`src/hdl/avm_pkg.sv`:
```
// Shared constants for the battery voltage moving average block.
// Field widths, divider ratio and helper widths used by all avm_* modules.
// No dependencies.
package avm_pkg;

    localparam int SAMPLE_W = 12;
    localparam int REF_W    = 13;
    localparam int MV_W     = 14;
    localparam int MV_MAX   = 16383;

    // Equal resistor divider: the battery sits at (high + low) / low times the pin.
    localparam int DIVIDER_HIGH_KOHM = 56;
    localparam int DIVIDER_LOW_KOHM  = 56;
    localparam int DIVIDER_GAIN      = (DIVIDER_HIGH_KOHM + DIVIDER_LOW_KOHM) /
                                       DIVIDER_LOW_KOHM;

    localparam int PROD_W     = SAMPLE_W + REF_W;
    localparam int DIVIDEND_W = PROD_W + $clog2(DIVIDER_GAIN);
    localparam int STEP_W     = $clog2(MV_W);

endpackage

```
`src/hdl/avm_conv.sv`:
```
// Converts a raw converter word and its reference into millivolts.
// Three stage pipeline: product, reciprocal multiply, correction and saturation.
// Depends on avm_pkg.
module avm_conv
    import avm_pkg::*;
#(
    parameter int ADC_BITS = 12
) (
    input  logic                i_clk,
    input  logic                i_rst_n,
    input  logic                i_start,
    input  logic [SAMPLE_W-1:0] i_adc_sample,
    input  logic [REF_W-1:0]    i_reference_mv,
    output logic                o_done,
    output logic [MV_W-1:0]     o_mv
);

    localparam int     FULL_SCALE = (1 << ADC_BITS) - 1;
    localparam longint RECIP      = (64'd1 << DIVIDEND_W) / FULL_SCALE;
    localparam int     RECIP_W    = $clog2(RECIP + 1);
    localparam int     EST_W      = DIVIDEND_W + RECIP_W;
    localparam int     Q_W        = RECIP_W + 1;
    localparam int     FIX_W      = Q_W + ADC_BITS;
    localparam int     CMP_W      = (FIX_W > DIVIDEND_W) ? FIX_W : DIVIDEND_W;

    logic                  r_v1, r_v2, r_v3;
    logic [PROD_W-1:0]     r_prod;
    logic [DIVIDEND_W-1:0] r_x;
    logic [RECIP_W-1:0]    r_est;
    logic [MV_W-1:0]       r_mv;

    logic [DIVIDEND_W-1:0] w_x;
    logic [EST_W-1:0]      w_scaled;
    logic [CMP_W-1:0]      w_back;
    logic [CMP_W-1:0]      w_rem;
    logic [Q_W-1:0]        w_q;
    logic [MV_W-1:0]       n_mv;

    // The estimate is low by at most one; one compare against full scale fixes it.
    always_comb begin
        w_x      = DIVIDEND_W'(r_prod) * DIVIDEND_W'(DIVIDER_GAIN);
        w_scaled = EST_W'(w_x) * EST_W'(RECIP);
        w_back   = (CMP_W'(r_est) << ADC_BITS) - CMP_W'(r_est);
        w_rem    = CMP_W'(r_x) - w_back;
        w_q      = Q_W'(r_est) + Q_W'(w_rem >= CMP_W'(FULL_SCALE));
        if (CMP_W'(w_q) > CMP_W'(MV_MAX)) begin
            n_mv = MV_W'(MV_MAX);
        end else begin
            n_mv = MV_W'(w_q);
        end
    end

    always_ff @(posedge i_clk) begin
        if (!i_rst_n) begin
            r_v1 <= 1'b0;
            r_v2 <= 1'b0;
            r_v3 <= 1'b0;
        end else begin
            r_v1 <= i_start;
            r_v2 <= r_v1;
            r_v3 <= r_v2;
        end
        r_prod <= PROD_W'(i_adc_sample) * PROD_W'(i_reference_mv);
        r_x    <= w_x;
        r_est  <= w_scaled[EST_W-1:DIVIDEND_W];
        r_mv   <= n_mv;
    end

    assign o_done = r_v3;
    assign o_mv   = r_mv;

endmodule

```
`src/hdl/avm_ring.sv`:
```
// Window memory holding the last voltages, one write and one read port.
// Read data is registered and holds until the next read.
// Depends on avm_pkg.
module avm_ring
    import avm_pkg::*;
#(
    parameter int DEPTH = 8
) (
    input  logic                     i_clk,
    input  logic                     i_rd_en,
    input  logic [$clog2(DEPTH)-1:0] i_rd_addr,
    output logic [MV_W-1:0]          o_rd_data,
    input  logic                     i_wr_en,
    input  logic [$clog2(DEPTH)-1:0] i_wr_addr,
    input  logic [MV_W-1:0]          i_wr_data
);

    logic [MV_W-1:0] r_mem [DEPTH];
    logic [MV_W-1:0] r_rd_data;

    always_ff @(posedge i_clk) begin
        if (i_wr_en) begin
            r_mem[i_wr_addr] <= i_wr_data;
        end
        if (i_rd_en) begin
            r_rd_data <= r_mem[i_rd_addr];
        end
    end

    assign o_rd_data = r_rd_data;

endmodule

```
`src/hdl/avm_div.sv`:
```
// Restoring divider for the window total by the entry count, one quotient bit a cycle.
// The quotient is known to fit in a millivolt word, so only that many steps run.
// Depends on avm_pkg.
module avm_div
    import avm_pkg::*;
#(
    parameter int DEPTH = 8
) (
    input  logic                                i_clk,
    input  logic                                i_rst_n,
    input  logic                                i_start,
    input  logic [MV_W+$clog2(DEPTH)-1:0]       i_dividend,
    input  logic [$clog2(DEPTH+1)-1:0]          i_divisor,
    output logic                                o_done,
    output logic [MV_W-1:0]                     o_quotient
);

    localparam int TW    = MV_W + $clog2(DEPTH);
    localparam int CNT_W = $clog2(DEPTH + 1);

    logic               r_busy;
    logic               r_done;
    logic [STEP_W-1:0]  r_step;
    logic [CNT_W-1:0]   r_rem;
    logic [CNT_W-1:0]   r_divisor;
    logic [MV_W-1:0]    r_work;

    logic [CNT_W:0]     w_trial;
    logic               w_ge;
    logic [CNT_W:0]     w_diff;

    always_comb begin
        w_trial = {r_rem, r_work[MV_W-1]};
        w_ge    = w_trial >= {1'b0, r_divisor};
        w_diff  = w_ge ? (w_trial - {1'b0, r_divisor}) : w_trial;
    end

    always_ff @(posedge i_clk) begin
        if (!i_rst_n) begin
            r_busy <= 1'b0;
            r_done <= 1'b0;
        end else begin
            r_done <= 1'b0;
            if (i_start) begin
                r_busy <= 1'b1;
            end else if (r_busy && (r_step == STEP_W'(MV_W - 1))) begin
                r_busy <= 1'b0;
                r_done <= 1'b1;
            end
        end
        if (i_start) begin
            r_step    <= '0;
            r_rem     <= CNT_W'(i_dividend[TW-1:MV_W]);
            r_work    <= i_dividend[MV_W-1:0];
            r_divisor <= i_divisor;
        end else if (r_busy) begin
            r_step <= r_step + STEP_W'(1);
            r_rem  <= w_diff[CNT_W-1:0];
            r_work <= {r_work[MV_W-2:0], w_ge};
        end
    end

    assign o_done     = r_done;
    assign o_quotient = r_work;

endmodule

```
`src/hdl/adc_voltage_moving_average.sv`:
```
// Battery voltage moving average: top level with the sequencer and window state.
// Instantiates avm_conv, avm_ring and avm_div; depends on avm_pkg.
//
// Each input word carries a raw converter reading and the converter reference in
// millivolts. The block turns them into the battery voltage behind an equal resistor
// divider (raw * reference * 2 / (2^ADC_BITS - 1), truncated, saturating at 16383,
// and zero for a zero reference), stores that voltage in a window of the last DEPTH
// samples and returns it together with the truncated mean of the stored samples. While
// the window is still filling, the mean is taken over the samples seen so far, and
// window_full rises with the sample that fills it. One word is worked on at a time:
// the conversion (the window memory reads the oldest entry in its shadow), the window
// update, the division of the total by the count, one quotient bit a cycle, and the
// hand-off through the hold state into the output register. The next word is taken
// once the result is in the output register, even while it still waits downstream;
// while the previous result has not been taken, the new result waits in the hold
// state and the input stays stalled. The division is the longest of these steps.
// The window memory needs no clearing after reset, because the data read from an
// entry is used only once the window is full.
module adc_voltage_moving_average
    import avm_pkg::*;
#(
    parameter int DEPTH    = 8,
    parameter int ADC_BITS = 12
) (
    input  logic                i_clk,
    input  logic                i_rst_n,
    input  logic                i_in_valid,
    output logic                o_in_stall,
    input  logic [SAMPLE_W-1:0] i_adc_sample,
    input  logic [REF_W-1:0]    i_reference_mv,
    output logic                o_out_valid,
    input  logic                i_out_stall,
    output logic [MV_W-1:0]     o_sample_mv,
    output logic [MV_W-1:0]     o_average_mv,
    output logic                o_window_full
);

    localparam int SLOT_W = $clog2(DEPTH);
    localparam int CNT_W  = $clog2(DEPTH + 1);
    localparam int TW     = MV_W + $clog2(DEPTH);

    typedef enum logic [1:0] {
        S_IDLE,
        S_CONV,
        S_DIV,
        S_HOLD
    } t_state;

    t_state            r_state, n_state;
    logic [TW-1:0]     r_total, n_total;
    logic [SLOT_W-1:0] r_slot, n_slot;
    logic [CNT_W-1:0]  r_count, n_count;
    logic [MV_W-1:0]   r_sample_mv, n_sample_mv;
    logic              r_full, n_full;
    logic              r_out_valid, n_out_valid;
    logic [MV_W-1:0]   r_out_sample, n_out_sample;
    logic [MV_W-1:0]   r_out_avg, n_out_avg;
    logic              r_out_full, n_out_full;

    logic              w_accept;
    logic              w_conv_done;
    logic [MV_W-1:0]   w_conv_mv;
    logic [MV_W-1:0]   w_old_mv;
    logic              w_update;
    logic              w_out_free;
    logic              w_div_done;
    logic [MV_W-1:0]   w_quotient;

    assign w_accept   = i_in_valid && !o_in_stall;
    assign w_update   = (r_state == S_CONV) && w_conv_done;
    assign w_out_free = !r_out_valid || !i_out_stall;

    avm_conv #(
        .ADC_BITS(ADC_BITS)
    ) u_conv (
        .i_clk          (i_clk),
        .i_rst_n        (i_rst_n),
        .i_start        (w_accept),
        .i_adc_sample   (i_adc_sample),
        .i_reference_mv (i_reference_mv),
        .o_done         (w_conv_done),
        .o_mv           (w_conv_mv)
    );

    // The oldest entry sits at the write slot; it is read when the word arrives
    // and replaced when the conversion lands.
    avm_ring #(
        .DEPTH(DEPTH)
    ) u_ring (
        .i_clk     (i_clk),
        .i_rd_en   (w_accept),
        .i_rd_addr (r_slot),
        .o_rd_data (w_old_mv),
        .i_wr_en   (w_update),
        .i_wr_addr (r_slot),
        .i_wr_data (w_conv_mv)
    );

    avm_div #(
        .DEPTH(DEPTH)
    ) u_div (
        .i_clk      (i_clk),
        .i_rst_n    (i_rst_n),
        .i_start    (w_update),
        .i_dividend (n_total),
        .i_divisor  (n_count),
        .o_done     (w_div_done),
        .o_quotient (w_quotient)
    );

    always_comb begin
        n_state      = r_state;
        n_total      = r_total;
        n_slot       = r_slot;
        n_count      = r_count;
        n_sample_mv  = r_sample_mv;
        n_full       = r_full;
        n_out_sample = r_out_sample;
        n_out_avg    = r_out_avg;
        n_out_full   = r_out_full;
        n_out_valid  = r_out_valid && i_out_stall;

        // Once the window is full the new voltage replaces the oldest one in the total.
        if (r_full) begin
            n_total = r_total - TW'(w_old_mv) + TW'(w_conv_mv);
        end else begin
            n_total = r_total + TW'(w_conv_mv);
            n_count = r_count + CNT_W'(1);
        end

        if (!w_update) begin
            n_total = r_total;
            n_count = r_count;
        end

        case (r_state)
            S_IDLE: begin
                if (w_accept) begin
                    n_state = S_CONV;
                end
            end
            S_CONV: begin
                if (w_conv_done) begin
                    n_state     = S_DIV;
                    n_sample_mv = w_conv_mv;
                    n_full      = (n_count == CNT_W'(DEPTH));
                    n_slot      = (r_slot == SLOT_W'(DEPTH - 1)) ? '0 :
                                  r_slot + SLOT_W'(1);
                end
            end
            S_DIV: begin
                if (w_div_done) begin
                    n_state = S_HOLD;
                end
            end
            S_HOLD: begin
                if (w_out_free) begin
                    n_state      = S_IDLE;
                    n_out_valid  = 1'b1;
                    n_out_sample = r_sample_mv;
                    n_out_avg    = w_quotient;
                    n_out_full   = r_full;
                end
            end
            default: begin
                n_state = S_IDLE;
            end
        endcase
    end

    always_ff @(posedge i_clk) begin
        if (!i_rst_n) begin
            r_state     <= S_IDLE;
            r_total     <= '0;
            r_slot      <= '0;
            r_count     <= '0;
            r_full      <= 1'b0;
            r_out_valid <= 1'b0;
        end else begin
            r_state     <= n_state;
            r_total     <= n_total;
            r_slot      <= n_slot;
            r_count     <= n_count;
            r_full      <= n_full;
            r_out_valid <= n_out_valid;
        end
        r_sample_mv  <= n_sample_mv;
        r_out_sample <= n_out_sample;
        r_out_avg    <= n_out_avg;
        r_out_full   <= n_out_full;
    end

    assign o_in_stall    = (r_state != S_IDLE);
    assign o_out_valid   = r_out_valid;
    assign o_sample_mv   = r_out_sample;
    assign o_average_mv  = r_out_avg;
    assign o_window_full = r_out_full;

`ifndef SYNTHESIS
    a_count_bound: assert property (@(posedge i_clk) disable iff (!i_rst_n)
        r_count <= CNT_W'(DEPTH))
        else $error("window count beyond depth");

    a_empty_total: assert property (@(posedge i_clk) disable iff (!i_rst_n)
        (r_count == '0) |-> (r_total == '0))
        else $error("nonzero total with an empty window");

    a_full_flag: assert property (@(posedge i_clk) disable iff (!i_rst_n)
        r_full |-> (r_count == CNT_W'(DEPTH)))
        else $error("window flagged full below depth");

    a_div_in_state: assert property (@(posedge i_clk) disable iff (!i_rst_n)
        w_div_done |-> (r_state == S_DIV))
        else $error("divider finished outside its state");

    a_busy_after_accept: assert property (@(posedge i_clk) disable iff (!i_rst_n)
        w_accept |=> o_in_stall)
        else $error("second word taken while one is in flight");
`endif

endmodule

```
`config.mk`:
```
export PLATFORM = sky130hd
export DESIGN_NAME = adc_voltage_moving_average
export DESIGN_NICKNAME = d
export VERILOG_FILES = /design/src/hdl/avm_pkg.sv /design/src/hdl/avm_conv.sv /design/src/hdl/avm_ring.sv /design/src/hdl/avm_div.sv /design/src/hdl/adc_voltage_moving_average.sv
export SDC_FILE = /design/constraint.sdc
export NUM_CORES = 1
export LEC_CHECK = 0
export ABC_AREA = 1
export BUFFER_PORTS_ARGS = -buffer_cell sky130_fd_sc_hd__buf_2
export CORE_MARGIN = 8
export CORE_UTILIZATION = 39
export CTS_CLUSTER_DIAMETER = 150
export CTS_CLUSTER_SIZE = 25
export DETAILED_ROUTE_END_ITERATION = 10
export SETUP_SLACK_MARGIN = 0.3
export SYNTH_ARGS = -nofsm -noshare
export SYNTH_HDL_FRONTEND = slang
export SYNTH_SLANG_ARGS = --single-unit
export TNS_END_PERCENT = 1
```
`constraint.sdc`:
```
create_clock -name i_clk -period 4.83 [get_ports i_clk]
set_input_delay 0.483 -clock i_clk [delete_from_list [all_inputs] [get_ports i_clk]]
set_output_delay 0.483 -clock i_clk [all_outputs]
set_load 0.05 [all_outputs]
```
Yosys cells after proc, flatten, opt, wreduce, memory -nomap -nowiden. Memories as Yosys holds them, arrays and structs flattened. A register that Yosys moved wholly into a read port is not among the register bits. Index checks and enable logic that the tools add are counted.

Register bits: 181. RAM bits: 112. Input bits: 29. Output and inout port bits: 31. Logic and storage cells: 89. Memories: 1.

Add/subtract/negate cells: 10. Multiply operators: 2. Order comparisons: 3. Equality and inequality tests: 10. Muxes and demuxes: 22. Bitwise logic cells: 1. Reduce and logical (&&, ||, !) cells: 16.

Memories: u_ring.r_mem (words 8, bits a word 14, read ports 1, clocked after memory_dff 1, write ports 1, RTL line avm_ring.sv:18) `logic [MV_W-1:0] r_mem [DEPTH];`.

Operators with widths (count): $mul A25 B13 Y38 const B (1); $add A17 B14 Y17 (2); $mux W17 (2); $ge A28 B12 Y1 const B (1); $mux W14 (2); $sub A26 B28 Y28 (1); $sub A27 B15 Y28 (1); $mul A12 B13 Y25 (1); $sub A17 B14 Y17 (1); $add A15 B1 Y16 (1); $gt A16 B14 Y1 const B (1); $mux W4 (3); $mux W3 (3); $add A4 B1 Y4 const B (2); $eq A4 B4 Y1 const B (2); $mux W2 (4); $pmux W2 S4 (1); $mux W1 (7); $ne A2 B1 Y1 const B (3); $reduce_bool A2 Y1 (3); $ge A5 B4 Y1 (1); $eq A2 B2 Y1 const B (2); $logic_and A1 B1 Y1 (4); $reduce_and A2 Y1 (2); 11 further kinds (13).

Logic depth before layout (Yosys ltp).
Depth in word-level cells: 5. Mapped depth: 32.

Hierarchy. A second synthesis with hierarchy kept.

Cells, all modules: 2766. Area, all modules: 22261.4 um^2.

Modules (own cells, without submodules): avm_conv (times used 1, cells each 1409, area an instance 10432.5 um^2, seq. area each 1641.6 um^2); avm_ring (times used 1, cells each 515, area an instance 5402.7 um^2, seq. area each 3783.6 um^2); adc_voltage_moving_average (times used 1, cells each 695, area an instance 5048.6 um^2, seq. area each 1851.8 um^2); avm_div (times used 1, cells each 147, area an instance 1377.6 um^2, seq. area each 770.7 um^2).

Worst setup path before layout. Ideal clock, no wire load.

Path kind: input-to-reg. Start: input port i_reference_mv[4]. End: register u_conv.r_prod[22]. Setup time: 0.072 ns. Arrival time: 5.011 ns. Required time: 4.758 ns. Setup slack: -0.252 ns. Cell stages on the path: 22. Cell sequence: clkbuf_1 nand2_1 fa_1 inv_1 fa_1 inv_1 fa_1 inv_1 fa_1 inv_1 fa_1 inv_1 ha_1 nand2_1 nor2_1 inv_1 nor3_1 a21oi_1 o21ai_1 nand2_1 nand2_1 xor2_1.

Word-level cells in the longest chain between the ends: 1.

Ends and longest elaborated chain: start, declared (RTL line adc_voltage_moving_average.sv:30) `input logic [REF_W-1:0] i_reference_mv,`; $mul A12 B13 Y25 (RTL line avm_conv.sv:63) `r_prod <= PROD_W'(i_adc_sample) * PROD_W'(i_reference_mv);`; end signal, assigned (RTL line avm_conv.sv:63); end, declared (RTL line avm_conv.sv:27) `logic [PROD_W-1:0] r_prod;`.

No other way between the ends. A chain may end at the register's enable or synchronous reset.

Worst setup path after layout.
Start: input port i_reference_mv[5]. End: register u_conv.r_prod[23].

Same word-level chain as after synthesis.

==> reports/results.txt <==
Outcome: finished clean
Core ar.: 0.0536 mm2
Die area: 0.0618 mm2
Area after DPL: 0.0228 mm2
Gr ovfl total: 0
WL met2: 25700 um
Die Width: 249 um
Mapped Cells: 2480
Post-synth ARST share: 0
WP data arrival: 4.71 ns
Crit end category: flip-flop
Fin crit period: 4.34 ns
Vias: 16300
HP Class: in2reg
Inst Count DP: 3251
IO Count: 60
Initial antenna violation count: 0
Worst slew margin: 0.238
DP HPWL: 40900 um
Largest net degree at the start of global routing: 58
Global-route usage over all layers: 0.166
Worst Setup SP: i_reference_mv[5]
Max Fclk: 231 MHz
Clk_lat worst skew: 0.52 ns
CP Class: in2reg
Synth top area cells: edfxtp_1, fa_1, ha_1
Routed Antenna Nets: 0
Sequential area share after synthesis: 0.382
Global-route wire length before repair: 84900 um
Root Buffer: clkbuf_16
RSZ-0062 raised after global routing: yes
Crit start category: input port
Final Cycle Share: 0.898
Highest routed layer: met4
Drt via density: 4.97
Wl on met1: 23700 um
Gpl congestion: 0.904
Post-Syn Area: 0.0211 mm2
Final Hold Violating Endpoints: 0
Drt drc: 0
RR Startpoint: u_conv.r_est[12]$_DFF_P_
Place WS: -0.222 ns
WL/cell: 15.9 um
DR WL met3: 1990 um
Longest Clk Path Bufs: 3
Total CTS buffers: 16
Port bufs: 59
Clock Sinks: 307
Yosys warns: 0
Routed WL: 52200 um
Least-Margin Pin Slew: 1.14 ns
Worst Path Max Fanout: 5
Maximum vdd ir drop: 0.397 mV
Final clock skew: 0.0381 ns
Starting Density: 0.393
WP data required: 5.20 ns
Endpoints failing setup: 0
Worst-path clk slew: 0.09 ns
Synth area leader: edfxtp_1
First drt pass iteration count: 5
Share of layout cells above drive strength 1: 0.103
Final #Nets: 2933
Slew Viols, Final: 0
Post-Syn Nets: 2833
Ys flop type: edfxtp_1
Pleak: 0.0115 uW
Post-Layout Cell Count: 3285
Worst setup margin: 0.492 ns
Number of global-route vias before repair: 16300
# rows: 85
Number of synthesized flops with an enable pin: 190
Critical hold path startpoint: i_out_stall
Util after Layout: 0.440
# diodes: 0
CTS tree: built
Fill cells: 5285
Die height: 249 um
DR iter-0 viols: 800
Yosys reg bits: 307
Syn_area_per_cell: 8.50 um2
Post-route cell area: 0.0236 mm2
Max-cap viol count: 0
WHS: 0.266 ns
CTS H-tree lvls: 1
Post-synth cell types: 47
Area delta synth->final: 11.9%
Power per cell area: 700 mW/mm2
Yosys top cell area share: 0.271
## layout by cell type, fill, tap and decap left out, types with 18 or more instances in the layout
master / count
nand2_2: 20
nand3_1: 90
a21oi_1: 119
xor2_1: 35
inv_1: 477
nand4_1: 18
fa_1: 125
dfxtp_1: 109
edfxtp_1: 190
buf_2: 52
nor2_1: 196
buf_4: 77
nor3_1: 20
ha_1: 172
nand2_1: 553
o21ai_0: 122
## sequential cells by signal, indices dropped and copies added (netlist names), 14 cells and up
| name | count |
|---|---|
| u_conv.r_est | 15 |
| r_sample_mv | 14 |
| u_ring.r_mem | 112 |
| o_sample_mv | 14 |
| r_total | 17 |
| o_average_mv | 14 |
| u_conv.o_mv | 14 |
| u_conv.r_prod | 25 |
| u_conv.r_x | 25 |
| u_ring.o_rd_data | 14 |
| u_div.o_quotient | 14 |
## final cells by class
| class | instances | area, um2 | share of cell area |
|---|---|---|---|
| Clock buffer | 26 | 459 | 0.0195 |
| Clock inverter | 1 | 20.0 | 0.000849 |
| Multi-Input combinational cell | 1626 | 11400 | 0.484 |
| Timing Repair Buffer | 136 | 895 | 0.0379 |
| Inverter | 493 | 1850 | 0.0785 |
| Tap cell | 696 | 871 | 0.0369 |
| Sequential cell | 307 | 8070 | 0.342 |
## metrics by stage
| step | power, uW | TNS, ns |
|---|---|---|
| floorplan | 11400 | 0 |
| global placement | 14200 | -0.0850 |
| detailed placement | 14400 | -0.689 |
| CTS | 16000 | 0 |
| global route | 18200 | 0 |
| finish | 16500 | 0 |
## cells in the mapped netlist (3+ instances only)
cell / count
nand2_1: 577
a21oi_1: 128
o2111ai_1: 15
ha_1: 194
nor2_1: 209
inv_1: 489
nand4_1: 18
clkbuf_1: 51
nor3_1: 23
a31oi_1: 3
a211oi_1: 6
xnor2_1: 13
nand3_1: 91
nand3b_1: 9
and2_1: 3
fa_1: 130
xor2_1: 35
dfxtp_1: 117
o21ai_0: 125
a21o_1: 5
o21bai_1: 11
clkinv_1: 3
nor4_1: 8
edfxtp_1: 190
## routing by layer
metal	global-route usage	vias to the layer above
li1	-	8076
met1	0.214	7856
met2	0.296	344
met3	0.0195	57
met4	0.0343	0
met5	0	-
## worst max-delay path, stage by stage
cell and delay, ns:
clkbuf_4 0.15, buf_4 0.15, nand2_1 0.05, inv_1 0.05, fa_1 0.47, inv_1 0.05
fa_1 0.52, inv_1 0.05, fa_1 0.45, fa_1 0.49, inv_1 0.05, fa_1 0.49
inv_2 0.05, ha_4 0.21, buf_4 0.14, a21oi_1 0.22, o21ai_0 0.17, a21oi_1 0.17
o2111ai_1 0.13, xor2_1 0.16
## power by group
group,internal [uW],switching [uW],total [uW]
Sequential,3440,582,4030
Clock,671,812,1480
Combinational,4320,6670,11000
Total,8440,8060,16500
## repair_timing
item / 4_1_cts / 5_1_grt
buffers inserted: 0 / 6
gates resized for setup: 7 / 87
cloned: 0 / 1
hold buffers: 0 / 0
endpoints found under the hold margin: 0 / 0
pin swaps: 0 / 13
endpoints found under the setup margin: 11 / 21
## worst paths after layout
kind,to,slack (ns),cells past startpoint
hold reg to reg,u_conv.r_x[1]$_DFF_P_,0.37,0
setup reg to reg,u_conv.o_mv[9]$_SDFF_PN1_,0.55,29
setup / recovery,u_conv.r_prod[23]$_DFF_P_,0.49,20
hold / removal,o_out_valid$_SDFF_PN0_,0.27,3
## logic make-up (layout without fill, tap and decap cells)
kind of cell    Yosys count  count (layout)  synth area share
simple gates            949             949             0.183
buf+inv                 547             656            0.0977
fa+ha+maj               324             324             0.239
flops                   307             307             0.382
compound gates          305             305            0.0792
xor+xnor                 48              48            0.0199
Note: power is estimated with default switching activity, not from simulation.
